==> src/hw/rtl/cpu8alu_pkg.sv <==
package cpu8alu_pkg;

    // micro-operation codes
    localparam logic [4:0] CMD_ADC     = 5'd0;
    localparam logic [4:0] CMD_SBC     = 5'd1;
    localparam logic [4:0] CMD_AND     = 5'd2;
    localparam logic [4:0] CMD_ORA     = 5'd3;
    localparam logic [4:0] CMD_EOR     = 5'd4;
    localparam logic [4:0] CMD_ASL     = 5'd5;
    localparam logic [4:0] CMD_LSR     = 5'd6;
    localparam logic [4:0] CMD_ROL     = 5'd7;
    localparam logic [4:0] CMD_ROR     = 5'd8;
    localparam logic [4:0] CMD_BIT     = 5'd9;
    localparam logic [4:0] CMD_CMP     = 5'd10;
    localparam logic [4:0] CMD_CPX     = 5'd11;
    localparam logic [4:0] CMD_CPY     = 5'd12;
    localparam logic [4:0] CMD_INC     = 5'd13;
    localparam logic [4:0] CMD_DEC     = 5'd14;
    localparam logic [4:0] CMD_AAX     = 5'd15;
    localparam logic [4:0] CMD_SET_NZ  = 5'd16;
    localparam logic [4:0] CMD_TEST_N  = 5'd17;
    localparam logic [4:0] CMD_TEST_V  = 5'd18;
    localparam logic [4:0] CMD_TEST_Z  = 5'd19;
    localparam logic [4:0] CMD_TEST_C  = 5'd20;

    // status bit positions
    localparam int FLAG_N = 7;
    localparam int FLAG_V = 6;
    localparam int FLAG_D = 3;
    localparam int FLAG_Z = 1;
    localparam int FLAG_C = 0;

    typedef struct packed {
        logic [4:0] command;
        logic [7:0] acc;
        logic [7:0] index_x;
        logic [7:0] index_y;
        logic [7:0] operand;
        logic [7:0] status;
    } req_t;

    typedef struct packed {
        logic [7:0] acc_out;
        logic [7:0] operand_out;
        logic [7:0] status_out;
    } rsp_t;

endpackage

==> src/hw/rtl/cpu8alu_exec.sv <==
module cpu8alu_exec
    import cpu8alu_pkg::*;
(
    input  req_t req,
    output rsp_t rsp
);

    logic [7:0] a;
    logic [7:0] t;
    logic [7:0] sr;
    logic       cin;
    logic [7:0] add_op;

    logic [9:0] bin_sum;
    logic [9:0] dadd_lo;
    logic [9:0] dadd_lo_adj;
    logic [9:0] dadd_hi;
    logic [9:0] dadd_hi_adj;
    logic [9:0] dsub_lo;
    logic [9:0] dsub_lo_adj;
    logic [9:0] dsub_hi;
    logic [9:0] dsub_hi_adj;
    logic [9:0] arith_sum;
    logic [7:0] arith_res;

    logic [7:0] cmp_reg;
    logic [8:0] cmp_sum;
    logic [7:0] inc_val;
    logic [7:0] dec_val;
    logic [7:0] logic_val;
    logic [7:0] sh_val;
    logic       sh_c;
    logic [7:0] test_mask;

    assign a      = req.acc;
    assign t      = req.operand;
    assign sr     = req.status;
    assign cin    = sr[FLAG_C];
    assign add_op = (req.command == CMD_SBC) ? ~t : t;

    // binary add
    assign bin_sum = {2'b00, a} + {2'b00, add_op} + {9'd0, cin};

    // decimal add: nibble correction on the low digit, then on the high digit
    assign dadd_lo     = {6'd0, a[3:0]} + {6'd0, add_op[3:0]} + {9'd0, cin};
    assign dadd_lo_adj = (dadd_lo >= 10'h00A) ? dadd_lo + 10'h006 : dadd_lo;
    assign dadd_hi     = dadd_lo_adj + {2'b00, a[7:4], 4'h0} + {2'b00, add_op[7:4], 4'h0};
    assign dadd_hi_adj = (dadd_hi >= 10'h0A0) ? dadd_hi + 10'h060 : dadd_hi;

    // decimal subtract on the inverted operand
    assign dsub_lo     = {6'd0, a[3:0]} + {6'd0, add_op[3:0]} + {9'd0, cin};
    assign dsub_lo_adj = (dsub_lo < 10'h010) ? ((dsub_lo + 10'h00A) & 10'h00F) : dsub_lo;
    assign dsub_hi     = dsub_lo_adj + {2'b00, a[7:4], 4'h0} + {2'b00, add_op[7:4], 4'h0};
    assign dsub_hi_adj = (dsub_hi < 10'h100) ? ((dsub_hi + 10'h0A0) & 10'h0FF) : dsub_hi;

    always_comb
    begin
        if (!sr[FLAG_D])
        begin
            arith_sum = bin_sum;
        end
        else if (req.command == CMD_SBC)
        begin
            arith_sum = dsub_hi_adj;
        end
        else
        begin
            arith_sum = dadd_hi_adj;
        end
    end

    assign arith_res = arith_sum[7:0];

    always_comb
    begin
        case (req.command)
            CMD_CPX: cmp_reg = req.index_x;
            CMD_CPY: cmp_reg = req.index_y;
            default: cmp_reg = a;
        endcase
    end

    assign cmp_sum = {1'b0, cmp_reg} + {1'b0, ~t} + 9'd1;
    assign inc_val = t + 8'd1;
    assign dec_val = t - 8'd1;

    always_comb
    begin
        case (req.command)
            CMD_AND: logic_val = a & t;
            CMD_ORA: logic_val = a | t;
            default: logic_val = a ^ t;
        endcase
    end

    // shifts and rotates
    always_comb
    begin
        case (req.command)
            CMD_ASL:
            begin
                sh_val = {t[6:0], 1'b0};
                sh_c   = t[7];
            end
            CMD_LSR:
            begin
                sh_val = {1'b0, t[7:1]};
                sh_c   = t[0];
            end
            CMD_ROL:
            begin
                sh_val = {t[6:0], cin};
                sh_c   = t[7];
            end
            default:
            begin
                sh_val = {cin, t[7:1]};
                sh_c   = t[0];
            end
        endcase
    end

    always_comb
    begin
        case (req.command)
            CMD_TEST_N: test_mask = 8'h01 << FLAG_N;
            CMD_TEST_V: test_mask = 8'h01 << FLAG_V;
            CMD_TEST_Z: test_mask = 8'h01 << FLAG_Z;
            default:    test_mask = 8'h01 << FLAG_C;
        endcase
    end

    always_comb
    begin
        rsp.acc_out     = a;
        rsp.operand_out = t;
        rsp.status_out  = sr;
        case (req.command)
            CMD_ADC, CMD_SBC:
            begin
                rsp.acc_out            = arith_res;
                rsp.operand_out        = add_op;
                rsp.status_out         = sr & 8'h3C;
                rsp.status_out[FLAG_C] = arith_sum >= 10'h100;
                rsp.status_out[FLAG_V] = ((a[7] ^ ~add_op[7]) & (a[7] ^ arith_res[7]));
                rsp.status_out[FLAG_N] = arith_res[7];
                rsp.status_out[FLAG_Z] = arith_res == 8'h00;
            end
            CMD_AND, CMD_ORA, CMD_EOR:
            begin
                rsp.acc_out            = logic_val;
                rsp.status_out[FLAG_N] = logic_val[7];
                rsp.status_out[FLAG_Z] = logic_val == 8'h00;
            end
            CMD_ASL, CMD_LSR, CMD_ROL, CMD_ROR:
            begin
                rsp.operand_out        = sh_val;
                rsp.status_out[FLAG_C] = sh_c;
                rsp.status_out[FLAG_N] = sh_val[7];
                rsp.status_out[FLAG_Z] = sh_val == 8'h00;
            end
            CMD_BIT:
            begin
                rsp.status_out[FLAG_N] = t[7];
                rsp.status_out[FLAG_V] = t[6];
                rsp.status_out[FLAG_Z] = (a & t) == 8'h00;
            end
            CMD_CMP, CMD_CPX, CMD_CPY:
            begin
                rsp.status_out[FLAG_C] = cmp_sum[8];
                rsp.status_out[FLAG_N] = cmp_sum[7];
                rsp.status_out[FLAG_Z] = cmp_sum[7:0] == 8'h00;
            end
            CMD_INC:
            begin
                rsp.operand_out        = inc_val;
                rsp.status_out[FLAG_N] = inc_val[7];
                rsp.status_out[FLAG_Z] = inc_val == 8'h00;
            end
            CMD_DEC:
            begin
                rsp.operand_out        = dec_val;
                rsp.status_out[FLAG_N] = dec_val[7];
                rsp.status_out[FLAG_Z] = dec_val == 8'h00;
            end
            CMD_AAX:
            begin
                rsp.operand_out = a & req.index_x;
            end
            CMD_SET_NZ:
            begin
                rsp.status_out[FLAG_N] = t[7];
                rsp.status_out[FLAG_Z] = t == 8'h00;
            end
            CMD_TEST_N, CMD_TEST_V, CMD_TEST_Z, CMD_TEST_C:
            begin
                rsp.operand_out = (((sr ^ t) & test_mask) == 8'h00) ? 8'hFF : 8'h00;
            end
            default:
            begin
                rsp.acc_out     = a;
            end
        endcase
    end

endmodule

==> src/hw/rtl/cpu8_alu_flags_bcd_core.sv <==
// 8-bit processor alu micro-operation unit, 6502-style flags with decimal mode
//
// channels
//   request: req_valid / req_ready / req (command, acc, index_x, index_y,
//            operand, status), taken when valid and ready are both high
//   result:  rsp_valid / rsp_ready / rsp (acc_out, operand_out, status_out)
//
// path: the request is captured in an input register, the whole operation is one
//   combinational pass through the exec unit, and the result lands in the output
//   register
// throughput: one request per cycle, sustained while rsp_ready is high
//
// stall: when the receiver holds rsp_ready low, the output register keeps
//   its result and the input register keeps the next request; req_ready
//   drops only when both are full, so up to two requests are in flight
// reset: rst_n clears both valid bits; no result is shown until a request
//   has been taken, and payload registers are not cleared
module cpu8_alu_flags_bcd_core
    import cpu8alu_pkg::*;
(
    input  logic clk,
    input  logic rst_n,

    input  logic req_valid,
    output logic req_ready,
    input  req_t req,

    output logic rsp_valid,
    input  logic rsp_ready,
    output rsp_t rsp
);

    // input stage
    logic s1_valid_reg;
    logic s1_valid_next;
    req_t s1_req_reg;

    // output stage
    logic rsp_valid_reg;
    logic rsp_valid_next;
    rsp_t rsp_reg;

    rsp_t exec_rsp;
    logic out_load;
    logic in_load;

    cpu8alu_exec u_exec
    (
        .req (s1_req_reg),
        .rsp (exec_rsp)
    );

    // output register takes a result when it is empty or being drained
    assign out_load = s1_valid_reg && (!rsp_valid_reg || rsp_ready);
    // input register is free when empty or its request moves on this cycle
    assign req_ready = !s1_valid_reg || out_load;
    assign in_load   = req_valid && req_ready;

    always_comb
    begin
        s1_valid_next = s1_valid_reg;
        if (in_load)
        begin
            s1_valid_next = 1'b1;
        end
        else if (out_load)
        begin
            s1_valid_next = 1'b0;
        end
    end

    always_comb
    begin
        rsp_valid_next = rsp_valid_reg;
        if (out_load)
        begin
            rsp_valid_next = 1'b1;
        end
        else if (rsp_ready)
        begin
            rsp_valid_next = 1'b0;
        end
    end

    always_ff @(posedge clk or negedge rst_n)
    begin
        if (!rst_n)
        begin
            s1_valid_reg  <= 1'b0;
            rsp_valid_reg <= 1'b0;
        end
        else
        begin
            s1_valid_reg  <= s1_valid_next;
            rsp_valid_reg <= rsp_valid_next;
        end
    end

    // payload registers
    always_ff @(posedge clk)
    begin
        if (in_load)
        begin
            s1_req_reg <= req;
        end
        if (out_load)
        begin
            rsp_reg <= exec_rsp;
        end
    end

    assign rsp_valid = rsp_valid_reg;
    assign rsp       = rsp_reg;

    // a held request in the input stage must not be overwritten
    a_s1_hold: assert property (@(posedge clk) disable iff (!rst_n)
        (s1_valid_reg && !out_load) |=> (s1_valid_reg && $stable(s1_req_reg)))
        else $error("input stage lost a stalled request");

    // ready only drops with both stages full and the receiver stalling
    a_ready_low: assert property (@(posedge clk) disable iff (!rst_n)
        !req_ready |-> (s1_valid_reg && rsp_valid_reg && !rsp_ready))
        else $error("request side stalled without cause");

    // the result register holds the exec output of the request it consumed
    a_rsp_match: assert property (@(posedge clk) disable iff (!rst_n)
        out_load |=> (rsp_valid_reg && rsp_reg == $past(exec_rsp)))
        else $error("result register does not match exec output");

    // a result never appears without a request in the input stage before it
    a_rsp_source: assert property (@(posedge clk) disable iff (!rst_n)
        (!rsp_valid_reg && !s1_valid_reg) |=> !rsp_valid_reg)
        else $error("result appeared with no request in flight");

endmodule

==> config.mk <==
export PLATFORM = sky130hd
export DESIGN_NAME = cpu8_alu_flags_bcd_core
export DESIGN_NICKNAME = d
export VERILOG_FILES = /design/src/hw/rtl/cpu8alu_pkg.sv /design/src/hw/rtl/cpu8alu_exec.sv /design/src/hw/rtl/cpu8_alu_flags_bcd_core.sv
export SDC_FILE = /design/constraint.sdc
export NUM_CORES = 1
export LEC_CHECK = 0
export ABC_AREA = 1
export BUFFER_PORTS_ARGS = -buffer_cell sky130_fd_sc_hd__buf_2
export CAP_MARGIN = 20
export CORE_MARGIN = 4
export CORE_UTILIZATION = 60
export DETAILED_ROUTE_END_ITERATION = 16
export PLACE_DENSITY = 0.92
export RECOVER_POWER = 25
export SLEW_MARGIN = 20
export SYNTH_ARGS = -nofsm -noshare
export SYNTH_HDL_FRONTEND = slang
export SYNTH_SLANG_ARGS = --single-unit
==> constraint.sdc <==
create_clock -name clk -period 12.8 [get_ports clk]
set_input_delay 1.92 -clock clk [delete_from_list [all_inputs] [get_ports clk]]
set_output_delay 1.92 -clock clk [all_outputs]
set_load 0.03 [all_outputs]
==> impl_summary.log, run 1 <==
INFO  metric r2r-start = s1_req_reg[43]$_DFFE_PP_
INFO  metric tritoncts = yes
INFO  metric flip_flop_and_latch_count_after_synthesis = 71
INFO  metric drt.antenna.violating_nets = 0
INFO  metric timing_max_transition_violations_final = 0
INFO  metric commonest_register_cell_after_synthesis = edfxtp_1
INFO  metric clock_path_buffers = 2
INFO  metric final_period_minus_worst_setup_slack = 5.84 ns
INFO  metric final.period_utilization = 45.7%
INFO  metric number_of_cell_rows = 35
INFO  metric chipWidth = 107 µm
INFO  metric rr_worst_depth = 25
INFO  metric grt_max_degree = 46
INFO  metric port_buffers = 74
INFO  metric gp_congestion = 1.06
INFO  metric worst_ep_arrival_time = 5.93 ns
INFO  metric cts_resized = 0
INFO  metric synth_seq_area_share = 35.8%
INFO  metric finalWorstSetupSlack = 6.96 ns
INFO  metric dieArea = 0.0115 mm²
INFO  metric netlist-cell-type-count = 47
INFO  metric io_pins = 75
INFO  metric asyncSetResetFlopFracSynth = 2.82%
INFO  metric fin_nets = 903
INFO  metric hold_violations_final = 0
INFO  metric finalClockSkew = 0.0108 ns
INFO  metric postCtsSetupBuffers = 0
INFO  metric final_design_area_no_fill = 0.00660 mm²
INFO  metric cts_max_level = 3
INFO  metric drc = 0
INFO  metric synth_fp_nets = 828
INFO  metric starting_density_of_the_core = 62.9%
INFO  metric post_drt_wl_per_cell = 19.3 µm
INFO  metric worst_slew_margin_rel = 38.8%
INFO  metric worst-slew-pin-transition = 0.918 ns
INFO  metric worstPathRequired = 12.88 ns
INFO  metric antenna-diode-count = 0
INFO  metric clk_root_buffer_cell = clkbuf_8
INFO  metric die_height = 107 µm
INFO  metric preCtsSetupSlack = 7.03 ns
INFO  metric timing.setup.critical_path_class = flop to flop
INFO  metric run_status = completed
INFO  metric tritoncts.num_buffers = 9
INFO  metric synthCells = 719
INFO  metric min_delay_worst_endpoint = rsp[4]$_DFFE_PP_
INFO  metric timing.hold.worst.class = flop to flop
INFO  metric grt_pass1_wl = 27.7 mm
INFO  metric timing.fmax = 171 MHz
INFO  metric synth_area = 0.00592 mm²
INFO  metric setup_viol_count_final = 0
INFO  metric total_overflow_reported_by_the_global_router = 0
INFO  metric synth.area.top_cells = edfxtp_1, nand2_1, ha_1
INFO  metric via_count = 5620
INFO  metric timing.hold.worst.start = s1_req_reg[4]$_DFFE_PP_
INFO  metric number_of_synthesis_warnings = 0
INFO  metric fraction_of_final_layout_cells_with_drive_strength_greater_than_1 = 16.8%
INFO  metric initial_antenna_violation_count = 0
INFO  metric detailedRoute.firstIterationViolations = 650
INFO  metric fin_tns_setup = 0 ns
INFO  metric worst-r2r-setup-slack = 6.96 ns
INFO  metric kind_of_launch_point_of_the_worst_setup_path = flop
INFO  metric layout-area-overhead-vs-synth = 11.4%
INFO  metric number_of_flip_flops_in_the_largest_register = 45
INFO  metric synth_edf_count = 69
INFO  metric clock_sink_count = 71
INFO  metric routed_wirelength = 17.9 mm
INFO  metric critical_path_peak_fanout = 15
INFO  metric grt_usage = 31.5%
INFO  metric post_cts_hold_buffer_count = 0
INFO  metric synth_top_area_share = 35.0%
INFO  metric detailed_place.area = 0.00641 mm²
INFO  metric firstDrtPassIters = 5
INFO  metric capturing_point_of_the_worst_reg2reg_path = rsp[6]$_DFFE_PP_
INFO  metric maxCapViolCount = 0
INFO  metric endpoint_kind = flop
INFO  metric syn_area_per_cell = 8.24 µm²
INFO  metric grt_setup_unrepaired = false
INFO  metric hpwlAfterDp = 14.1 mm
INFO  metric p_leak = 3.03 nW
INFO  metric cts.reportedPaths.clkPinSlew = 0.08 ns
INFO  metric worstSkewPairLatency = 0.35 ns
INFO  metric peakVddDrop = 0.0938 mV
INFO  metric synth_area_leader_cell = edfxtp_1
INFO  metric routed_via_density = 6.06
INFO  metric vias_in_the_first_global_route = 5274
INFO  metric area_of_the_core_region = 0.00942 mm²
INFO  metric hold_depth = 0
INFO  metric pwr_density_cell = 121 mW/mm²
worst max-delay path by stage:
stage,start,to,slack [ns],cells after the start
6_report,s1_req_reg[43]$_DFFE_PP_,rsp[6]$_DFFE_PP_,6.96,25
5_1_grt,s1_req_reg[43]$_DFFE_PP_,rsp[6]$_DFFE_PP_,6.59,25
4_1_cts,s1_req_reg[43]$_DFFE_PP_,rsp[6]$_DFFE_PP_,7.04,25
3_5_place_dp,s1_req_reg[42]$_DFFE_PP_,rsp[6]$_DFFE_PP_,7.03,25
3_3_place_gp,s1_req_reg[43]$_DFFE_PP_,rsp[6]$_DFFE_PP_,7.32,25
2_1_floorplan,s1_req_reg[43]$_DFFE_PP_,rsp[6]$_DFFE_PP_,7.80,26
per-layer routing:
layer | GRT usage [%] | vias up | wire length [µm]
met4 | 12.5 | 0 | 741
met5 | 0 | - | 0
li1 | - | 2624 | -
met2 | 47.1 | 381 | 7700
met1 | 44.2 | 2546 | 7390
met3 | 7.56 | 69 | 2100
power breakdown:
group / internal [mW] / switching, mW / total (mW) / leakage [nW]
combinational: 0.114 / 0.217 / 0.331 / 2.25
clock: 0.0801 / 0.0844 / 0.165 / 0.0873
sequential: 0.284 / 0.0196 / 0.303 / 0.686
total: 0.478 / 0.321 / 0.799 / 3.03
cells by family (layout without fill, tap and decap cells):
group                    after synthesis  after routing  share of synthesized area [%]
AND/OR/NAND/NOR                      347            347                           26.7
buffers and inverters                107            187                           7.03
AO/OA/AOI/OAI                         95             95                           10.4
flip-flops                            71             71                           35.8
adder cells (fa/ha/maj)               60             60                           14.1
XOR/XNOR                              31             31                           4.58
multiplexers                           8              8                           1.42
critical path: stages, from the launching register on:
cell	delay, ns
edfxtp_1	0.44
nor2_2	0.23
nand2_1	0.17
nor2_4	0.44
inv_2	0.22
nand2_1	0.10
nand2_1	0.07
fa_1	0.36
inv_1	0.10
fa_1	0.50
inv_1	0.16
ha_1	0.21
nor3_1	0.09
fa_1	0.45
ha_1	0.25
fa_1	0.46
o21ai_0	0.47
nand3_1	0.22
nand2_1	0.11
nand3_1	0.06
nand3_1	0.07
nand2_1	0.09
inv_1	0.08
nand2_1	0.05
nand4_1	0.09
o211ai_1	0.09
layout make-up:
type,count,area (µm²)
Clock inverter,5,32.5
Sequential cell,71,2120
Inverter,96,360
Timing Repair Buffer,75,377
Fill cell,790,2820
Tap cell,129,161
Clock buffer,11,151
Multi-Input combinational cell,541,3400
stage by stage:
stage               hold slack (ns)  cells  utilization, %  total power [mW]
floorplan                     0.400    719               -             0.542
global placement              0.401    912            68.1             0.617
detailed placement            0.405    912            68.1             0.630
CTS                           0.427    928            70.0             0.794
global route                  0.435    928            70.1             0.854
finish                        0.426    928            70.1             0.799
cells in the mapped netlist (all sizes together), types with 3 or more instances:
cell / count
o2111ai: 3
nor4: 3
nor3b: 3
nand4: 19
edfxtp: 69
xor2: 25
ha: 49
a311oi: 3
nand3: 60
inv: 92
o211ai: 10
nor3: 17
mux2i: 5
nor2: 47
xnor2: 6
or2: 7
buf: 8
nand3b: 6
mux2: 3
nand2: 185
a21oi: 18
o21ai: 35
clkbuf: 3
a22oi: 4
fa: 11
clkinv: 4
o221ai: 9
a221oi: 3
layout by cell type (no fill, tap or decap), types with 10 or more instances in the layout:
cell type	instances
inv_1	75
fa_1	11
xor2_1	25
buf_2	73
nor2_1	40
nand2_1	183
nand4_1	19
nor3_1	12
nand3_1	59
ha_1	49
o211ai_1	10
edfxtp_1	69
o21ai_0	22
clkbuf_8	11
a21oi_1	16
o21ai_1	13
inv_2	17
Power figures use the tool's default switching activity.
==> inputs of run 2 (changes only) <==
- clock period: 12.8 -> 5.6 ns (I/O delays scaled with it)
==> impl_summary.log, run 2 (same netlist as run 1, synthesis figures left out) <==
INFO  metric run_status = completed
INFO  metric mostFrequentLayoutCells = nand2_1, inv_1, buf_2
INFO  metric cts.reportedPaths.clkPinSlew = 0.07 ns (about the same)
INFO  metric area_of_the_core_region = 0.00942 mm² (unchanged)
INFO  metric number_of_cell_rows = 35 (unchanged)
INFO  metric finish.cell_count_without_fillers = 941 (+1.4%)
INFO  metric final.period_utilization = 94.7% (+49 points)
INFO  metric final_period_minus_worst_setup_slack = 5.30 ns (-0.541 ns)
INFO  metric hpwlAfterDp = 14.4 mm (+1.5%)
INFO  metric fin_nets = 916 (+1.4%)
INFO  metric routed_wirelength = 18.1 mm (+0.94%)
INFO  metric hold_violations_final = 0 (unchanged)
INFO  metric port_buffers = 74 (unchanged)
INFO  metric layout-area-overhead-vs-synth = 13.8%
INFO  metric pwr_density_cell = 278 mW/mm² (+130%)
INFO  metric capturing_point_of_the_worst_reg2reg_path = rsp[1]$_DFFE_PP_
INFO  metric cell_with_the_biggest_individual_delay_on_the_critical_path = fa_2
INFO  metric timing.fmax = 189 MHz (+10%)
INFO  metric clock_path_buffers = 2 (unchanged)
INFO  metric cpMostUsedCell = nand2_1
INFO  metric endpoint_kind = flop
INFO  metric firstDrtPassIters = 6 (+1)
INFO  metric numPlacedInstances = 918 (+0.66%)
INFO  metric fin_tns_setup = 0 ns (unchanged)
INFO  metric clock_sink_count = 71 (unchanged)
INFO  metric die_height = 107 µm (unchanged)
INFO  metric worst_slew_margin_rel = 38.2% (-0.62 points)
INFO  metric starting_density_of_the_core = 62.9% (unchanged)
INFO  metric p_leak = 3.10 nW (+2.5%)
INFO  metric drc = 0 (unchanged)
INFO  metric cts_max_level = 3 (unchanged)
INFO  metric timing.hold.worst.class = primary input to asynchronous set/reset pin
INFO  metric critical_path_buf_inv_count = 6 (+2)
INFO  metric maxCapViolCount = 0 (unchanged)
INFO  metric clk_root_buffer_cell = clkbuf_8
INFO  metric io_pins = 75 (unchanged)
INFO  metric grt_usage = 31.8% (+0.25 points)
INFO  metric total_overflow_reported_by_the_global_router = 0 (unchanged)
INFO  metric antenna-diode-count = 0 (unchanged)
INFO  metric worst_ep_arrival_time = 5.49 ns (-0.44 ns)
INFO  metric dieArea = 0.0115 mm² (unchanged)
INFO  metric vias_in_the_first_global_route = 5174 (-1.9%)
INFO  metric peakVddDrop = 0.182 mV (+94%)
INFO  metric worst-r2r-setup-slack = 0.30 ns (-6.66 ns)
INFO  metric setup_viol_count_final = 0 (unchanged)
INFO  metric hold_slack = 0.262 ns (-0.163 ns)
INFO  metric tritoncts.num_buffers = 9 (unchanged)
INFO  metric kind_of_launch_point_of_the_worst_setup_path = flop
INFO  metric critical-path-max-stage-delay = 0.59 ns (+0.09 ns)
INFO  metric rr_worst_depth = 27 (+8.0%)
INFO  metric worstPathRequired = 5.79 ns (-7.09 ns)
INFO  metric timing.setup.critical_path_class = flop to flop
INFO  metric r2r-start = s1_req_reg[44]$_DFFE_PP_
INFO  metric grt_pass1_wl = 27.6 mm (-0.17%)
INFO  metric tritoncts = yes
INFO  metric gp_congestion = 1.04 (-2.0%)
INFO  metric initial_antenna_violation_count = 0 (unchanged)
INFO  metric chipWidth = 107 µm (unchanged)
INFO  metric layout_commonest_cell = nand2_1
INFO  metric finalClockSkew = 0.0108 ns (-0.0000184 ns)
INFO  metric worst-slew-pin-transition = 0.927 ns (+0.00926 ns)
INFO  metric post_drt_wl_per_cell = 19.2 µm (-0.45%)
INFO  metric drt.antenna.violating_nets = 0 (unchanged)
INFO  metric routed_via_density = 5.98 (-1.2%)
INFO  metric timing_max_transition_violations_final = 0 (unchanged)
INFO  metric crit_family = adder cells
INFO  metric detailedRoute.firstIterationViolations = 711 (+9.4%)
INFO  metric grt_setup_unrepaired = false
INFO  metric fraction_of_final_layout_cells_with_drive_strength_greater_than_1 = 18.7% (+1.9 points)
INFO  metric grt_max_degree = 46 (unchanged)
INFO  metric number_of_flip_flops_in_the_largest_register = 45 (unchanged)
INFO  metric critical_path_peak_fanout = 14 (-1)
INFO  metric via_count = 5628 (+0.14%)
INFO  metric worstSkewPairLatency = 0.36 ns (about the same)
==> run 2: cell types whose count changed in the layout (fill, tap and decap cells not counted), sizes merged <==
cell / delta
buf: +13
clkinv: +2
bufinv: +1
clkbuf: -1
clkinvlp: -1
inv: -1
==> run 2: worst reg2reg max path, delay by kind of cell, from the launching register on <==
| family | cells | cell delay [ns] |
|---|---|---|
| buf+inv | 6 | 0.55 |
| fa+ha+maj | 7 | 2.41 |
| compound gates | 1 | 0.19 |
| simple gates | 13 | 1.55 |
| flops | 1 | 0.45 |
==> run 2: how the worst max path moves through the flow <==
stage	start	to	slack, ns	cells past startpoint
after floorplan	s1_req_reg[43]$_DFFE_PP_	rsp[6]$_DFFE_PP_	0.60	26
after global placement	s1_req_reg[40]$_DFFE_PP_	rsp[6]$_DFFE_PP_	0.35	26
after detailed placement	s1_req_reg[40]$_DFFE_PP_	rsp[6]$_DFFE_PP_	0.06	26
after CTS	s1_req_reg[40]$_DFFE_PP_	rsp[6]$_DFFE_PP_	0.05	26
after global routing	s1_req_reg[40]$_DFFE_PP_	rsp[1]$_DFFE_PP_	0.0004	29
final	s1_req_reg[44]$_DFFE_PP_	rsp[1]$_DFFE_PP_	0.30	27
==> run 2: where the power goes <==
part / switching (mW) / internal [mW]
registers: 0.0421 / 0.649
logic: 0.504 / 0.270
clock network: 0.195 / 0.215
==> run 2: repair_timing <==
| item | in CTS | in global routing |
|---|---|---|
| gates resized for setup | 0 | 10 |
| setup endpoints to repair | 0 | 7 |
| hold buffers | 0 | 0 |
| buffers inserted | 0 | 7 |
| hold endpoints to repair | 0 | 0 |
==> run 2: stage by stage <==
stage	cell area (µm²)	total power, mW	setup slack, ns	util (%)
4_1_cts	6650	1.85	0.0492	70.7
2_1_floorplan	5920	1.24	0.601	-
3_5_place_dp	6450	1.44	0.0605	68.6
3_3_place_gp	6450	1.41	0.352	68.6
6_report	6740	1.88	0.297	71.6
5_1_grt	6740	2.00	0.000389	71.6
==> run 2: metal layers <==
metal  global-route usage, %  part of all wire [%]  vias up
li1                        -                     -     2635
met1                    44.8                    41     2536
met2                    48.2                    44      385
met3                    7.08                    11       72
met4                    11.5                   4.0        0
met5                       0                     0        -
==> run 2: cell type report <==
type	instances	area, µm²
multi-input combinational	541	3420
fill	736	2670
sequential	71	2120
timing repair buffer	88	478
inverter	96	365
tap	129	161
clock buffer	10	138
clock inverter	6	60.1
==> inputs of run 3 (changes only) <==
- ABC_AREA: 1 -> not set
- SLEW_MARGIN: 20 -> not set
==> impl_summary.log, run 3 <==
INFO  metric power_report.internal_total = 1.18 mW (+4.2%)
INFO  metric timing.hold.worst.class = primary input to asynchronous set/reset pin
INFO  metric post_drt_wl_per_cell = 20.8 µm (+7.9%)
INFO  metric syn_area_per_cell = 9.27 µm² (+13%)
INFO  metric asyncSetResetFlopFracSynth = 2.82% (unchanged)
INFO  metric filler_cell_count = 728 (-1.1%)
INFO  metric drt.antenna.violating_nets = 0 (unchanged)
INFO  metric timing_max_transition_violations_final = 0 (unchanged)
INFO  metric grt_usage = 31.1% (-0.66 points)
INFO  metric preCtsSetupSlack = -0.171 ns (-0.232 ns)
INFO  metric synth_area = 0.00624 mm² (+5.4%)
INFO  metric p_leak = 2.91 nW (-6.2%)
INFO  metric die_height = 110 µm (+2.5%)
INFO  metric finalWorstSetupSlack = 0.128 ns (-0.169 ns)
INFO  metric hold_slack = 0.256 ns (-0.00582 ns)
INFO  metric hold_violations_final = 0 (unchanged)
INFO  metric worstPathRequired = 5.69 ns (-0.10 ns)
INFO  metric net-switching-power = 0.712 mW (-4.0%)
INFO  metric area_of_the_core_region = 0.00995 mm² (+5.7%)
INFO  metric worst_ep_arrival_time = 5.56 ns (+0.07 ns)
INFO  metric critical-path-max-stage-delay = 0.53 ns (-0.06 ns)
INFO  metric synth.area.top_cells = edfxtp_1, ha_1, a21oi_1
INFO  metric comb_power_share = 44.2% (+2.9 points)
INFO  metric peakVddDrop = 0.294 mV (+62%)
INFO  metric run_status = completed
INFO  metric timing.fmax = 183 MHz (-3.1%)
INFO  metric clock_sink_count = 71 (unchanged)
INFO  metric hpwlAfterDp = 13.5 mm (-5.7%)
INFO  metric tritoncts = yes
INFO  metric netlist-cell-type-count = 81 (+72%)
INFO  metric worstSkewPairLatency = 0.36 ns (about the same)
INFO  metric dieArea = 0.0121 mm² (+5.0%)
INFO  metric kind_of_launch_point_of_the_worst_setup_path = flop
INFO  metric final_period_minus_worst_setup_slack = 5.47 ns (+0.169 ns)
INFO  metric worst_slew_margin_rel = 32.7% (-5.5 points)
INFO  metric cpMostUsedCell = fa_2
INFO  metric setup_viol_count_final = 0 (unchanged)
INFO  metric drc = 0 (unchanged)
INFO  metric worst-r2r-setup-slack = 0.13 ns (-0.17 ns)
INFO  metric fin_nets = 868 (-5.2%)
INFO  metric detailed_place.area = 0.00687 mm² (+6.4%)
INFO  metric number_of_synthesis_warnings = 0 (unchanged)
INFO  metric layout_commonest_cell = buf_2
INFO  metric cts.reportedPaths.clkPinSlew = 0.07 ns (about the same)
INFO  metric path_cells = nor4_4, buf_6, xnor2_4, inv_1, fa_2, inv_2, fa_2, inv_2, ha_4, nor3_4, fa_1, ha_2, fa_2, inv_1, ha_2, or3_1, o32a_2, and4b_1, a211o_1, xnor2_2, o221ai_1
INFO  metric grt_pass1_wl = 28.8 mm (+4.2%)
INFO  metric synth_fp_nets = 782 (-5.6%)
INFO  metric io_pins = 75 (unchanged)
INFO  metric port_buffers = 74 (unchanged)
INFO  metric final_util = 72.2% (+0.60 points)
INFO  metric critical_path_peak_fanout = 3 (-11)
INFO  metric grt_max_degree = 46 (unchanged)
INFO  metric pwr_density_cell = 263 mW/mm² (-5.3%)
INFO  metric finish.cell_count_without_fillers = 897 (-4.7%)
INFO  metric synth_top_cells_by_count = edfxtp_1, nand2_1, a21oi_1
INFO  metric maxCapViolCount = 0 (unchanged)
INFO  metric clock_power_share = 20.6% (-1.3 points)
INFO  metric seq_power_share = 35.2% (-1.6 points)
INFO  metric endpoint_kind = flop
INFO  metric final.period_utilization = 97.7% (+3.0 points)
INFO  metric detailedRoute.firstIterationViolations = 718 (+0.98%)
INFO  metric fraction_of_final_layout_cells_with_drive_strength_greater_than_1 = 21.5% (+2.7 points)
INFO  metric commonest_register_cell_after_synthesis = edfxtp_1
INFO  metric cts_max_level = 3 (unchanged)
INFO  metric layout-area-overhead-vs-synth = 15.2%
INFO  metric mostFrequentLayoutCells = buf_2, edfxtp_1, nand2_1
INFO  metric finalClockSkew = 0.0104 ns (-0.000370 ns)
INFO  metric via_count = 6003 (+6.7%)
INFO  metric chipWidth = 110 µm (+2.5%)
INFO  metric clock_path_buffers = 2 (unchanged)
INFO  metric worst-slew-pin-transition = 1.01 ns (+0.0820 ns)
INFO  metric number_of_flip_flops_in_the_largest_register = 45 (unchanged)
INFO  metric flip_flop_and_latch_count_after_synthesis = 71 (unchanged)
INFO  metric tritoncts.num_buffers = 9 (unchanged)
INFO  metric routed_wirelength = 18.6 mm (+2.9%)
INFO  metric total_overflow_reported_by_the_global_router = 0 (unchanged)
INFO  metric gp_congestion = 0.981 (-5.3%)
INFO  metric synth_top_area_share = 33.2% (-1.8 points)
INFO  metric vias_in_the_first_global_route = 5672 (+9.6%)
INFO  metric firstDrtPassIters = 7 (+1)
INFO  metric synth_area_leader_cell = edfxtp_1
INFO  metric synth_seq_area_share = 34.0% (-1.8 points)
INFO  metric starting_density_of_the_core = 62.7% (-0.22 points)
INFO  metric synthCells = 673 (-6.4%)
INFO  metric numPlacedInstances = 873 (-4.9%)
INFO  metric clk_root_buffer_cell = clkbuf_8
INFO  metric initial_antenna_violation_count = 0 (unchanged)
INFO  metric number_of_cell_rows = 36 (+2.9%)
INFO  metric routed_via_density = 6.69 (+12%)
INFO  metric synthMostInstantiatedCell = edfxtp_1
INFO  metric timing.setup.critical_path_class = flop to flop
INFO  metric synth_edf_count = 69 (unchanged)
INFO  metric p_sw_share = 37.6% (-1.9 points)
INFO  metric final_design_area_no_fill = 0.00719 mm² (+6.6%)
INFO  metric antenna-diode-count = 0 (unchanged)
INFO  metric cell_with_the_biggest_individual_delay_on_the_critical_path = fa_2
## run 3: cell types whose count changed in the layout (fill, tap and decap cells not counted), moves of 14 or more
cell      change
nand2_1     -125
nand3_1      -38
inv_1        -34
a21oi_1      +33
buf_4        +20
nand2b_1     +18
xnor2_1      +18
xor2_1       -16
nand4_1      -15
inv_2        -14
o21ai_1      -14
## run 3: worst paths after layout
kind	from	endpoint	depth (start not counted)
min reg2reg	s1_req_reg[5]$_DFFE_PP_	rsp[5]$_DFFE_PP_	0
max	s1_req_reg[43]$_DFFE_PP_	rsp[6]$_DFFE_PP_	21
max in group asynchronous	rst_n	rsp_valid$_DFFE_PN0P_	1
min	rst_n	s1_valid_reg$_DFFE_PN0P_	1
max reg2reg	s1_req_reg[43]$_DFFE_PP_	rsp[6]$_DFFE_PP_	21
min in group clk	s1_req_reg[5]$_DFFE_PP_	rsp[5]$_DFFE_PP_	0
## run 3: stage by stage
| stage | power (mW) | setup TNS (ns) |
|---|---|---|
| global route | 2.00 | -0.0672 |
| floorplan | 1.23 | -0.532 |
| CTS | 1.82 | 0 |
| detailed placement | 1.43 | -0.261 |
| global placement | 1.38 | 0 |
| finish | 1.89 | 0 |
## run 3: power groups by stage
stage / clock [mW] / sequential (mW) / combinational [mW]
6_report: 0.390 / 0.667 / 0.837
5_1_grt: 0.424 / 0.669 / 0.904
4_1_cts: 0.398 / 0.666 / 0.752
3_5_place_dp: 0 / 0.677 / 0.748
3_3_place_gp: 0 / 0.675 / 0.706
2_1_floorplan: 0 / 0.706 / 0.520
## run 3: worst max-delay path: cells and delay by family, from the launching register on
| family | cells | cell delay [ns] |
|---|---|---|
| buffers and inverters | 5 | 0.50 |
| and+or+nand+nor | 4 | 0.95 |
| AOI/OAI and AO/OA | 3 | 0.64 |
| DFF | 1 | 0.43 |
| xor gates and xnor gates | 2 | 0.27 |
| adders and majority gates | 7 | 2.42 |
## run 3: logic make-up (layout without fill, tap and decap cells)
kind of cell	Yosys count	count (layout)	synth area share [%]
flip-flops	71	71	34.0
XOR/XNOR	37	37	5.31
buffers and inverters	79	170	5.37
multiplexers	15	15	2.45
adder cells (fa/ha/maj)	60	60	13.4
AND/OR/NAND/NOR	229	229	19.6
AO/OA/AOI/OAI	182	182	19.9
## run 3: routing by layer
metal / wire length, µm / GRT usage [%] / vias to the layer above / part of all wire, %
met5: 0 / 0 / - / 0
met2: 8580 / 48.5 / 444 / 46
met1: 7230 / 42.3 / 2810 / 39
li1: - / - / 2678 / -
met4: 659 / 12.3 / 0 / 3.5
met3: 2160 / 6.87 / 71 / 12
## run 3: area by class of cell
type,instances,area [µm²],area share [%]
flip-flops and latches,71,2120,29.5
clock inverters,4,46.3,0.644
well taps,133,166,2.32
multi-input cells,523,3890,54.1
repair buffers,110,667,9.28
inverters,44,165,2.30
clock buffers,12,135,1.88
## run 3: timing repair
item / CTS / global route
setup buffers: 1 / 6
hold buffers: 0 / 0
pin swaps: 1 / 7
endpoints found under the setup margin: 4 / 5
gates resized for setup: 0 / 10
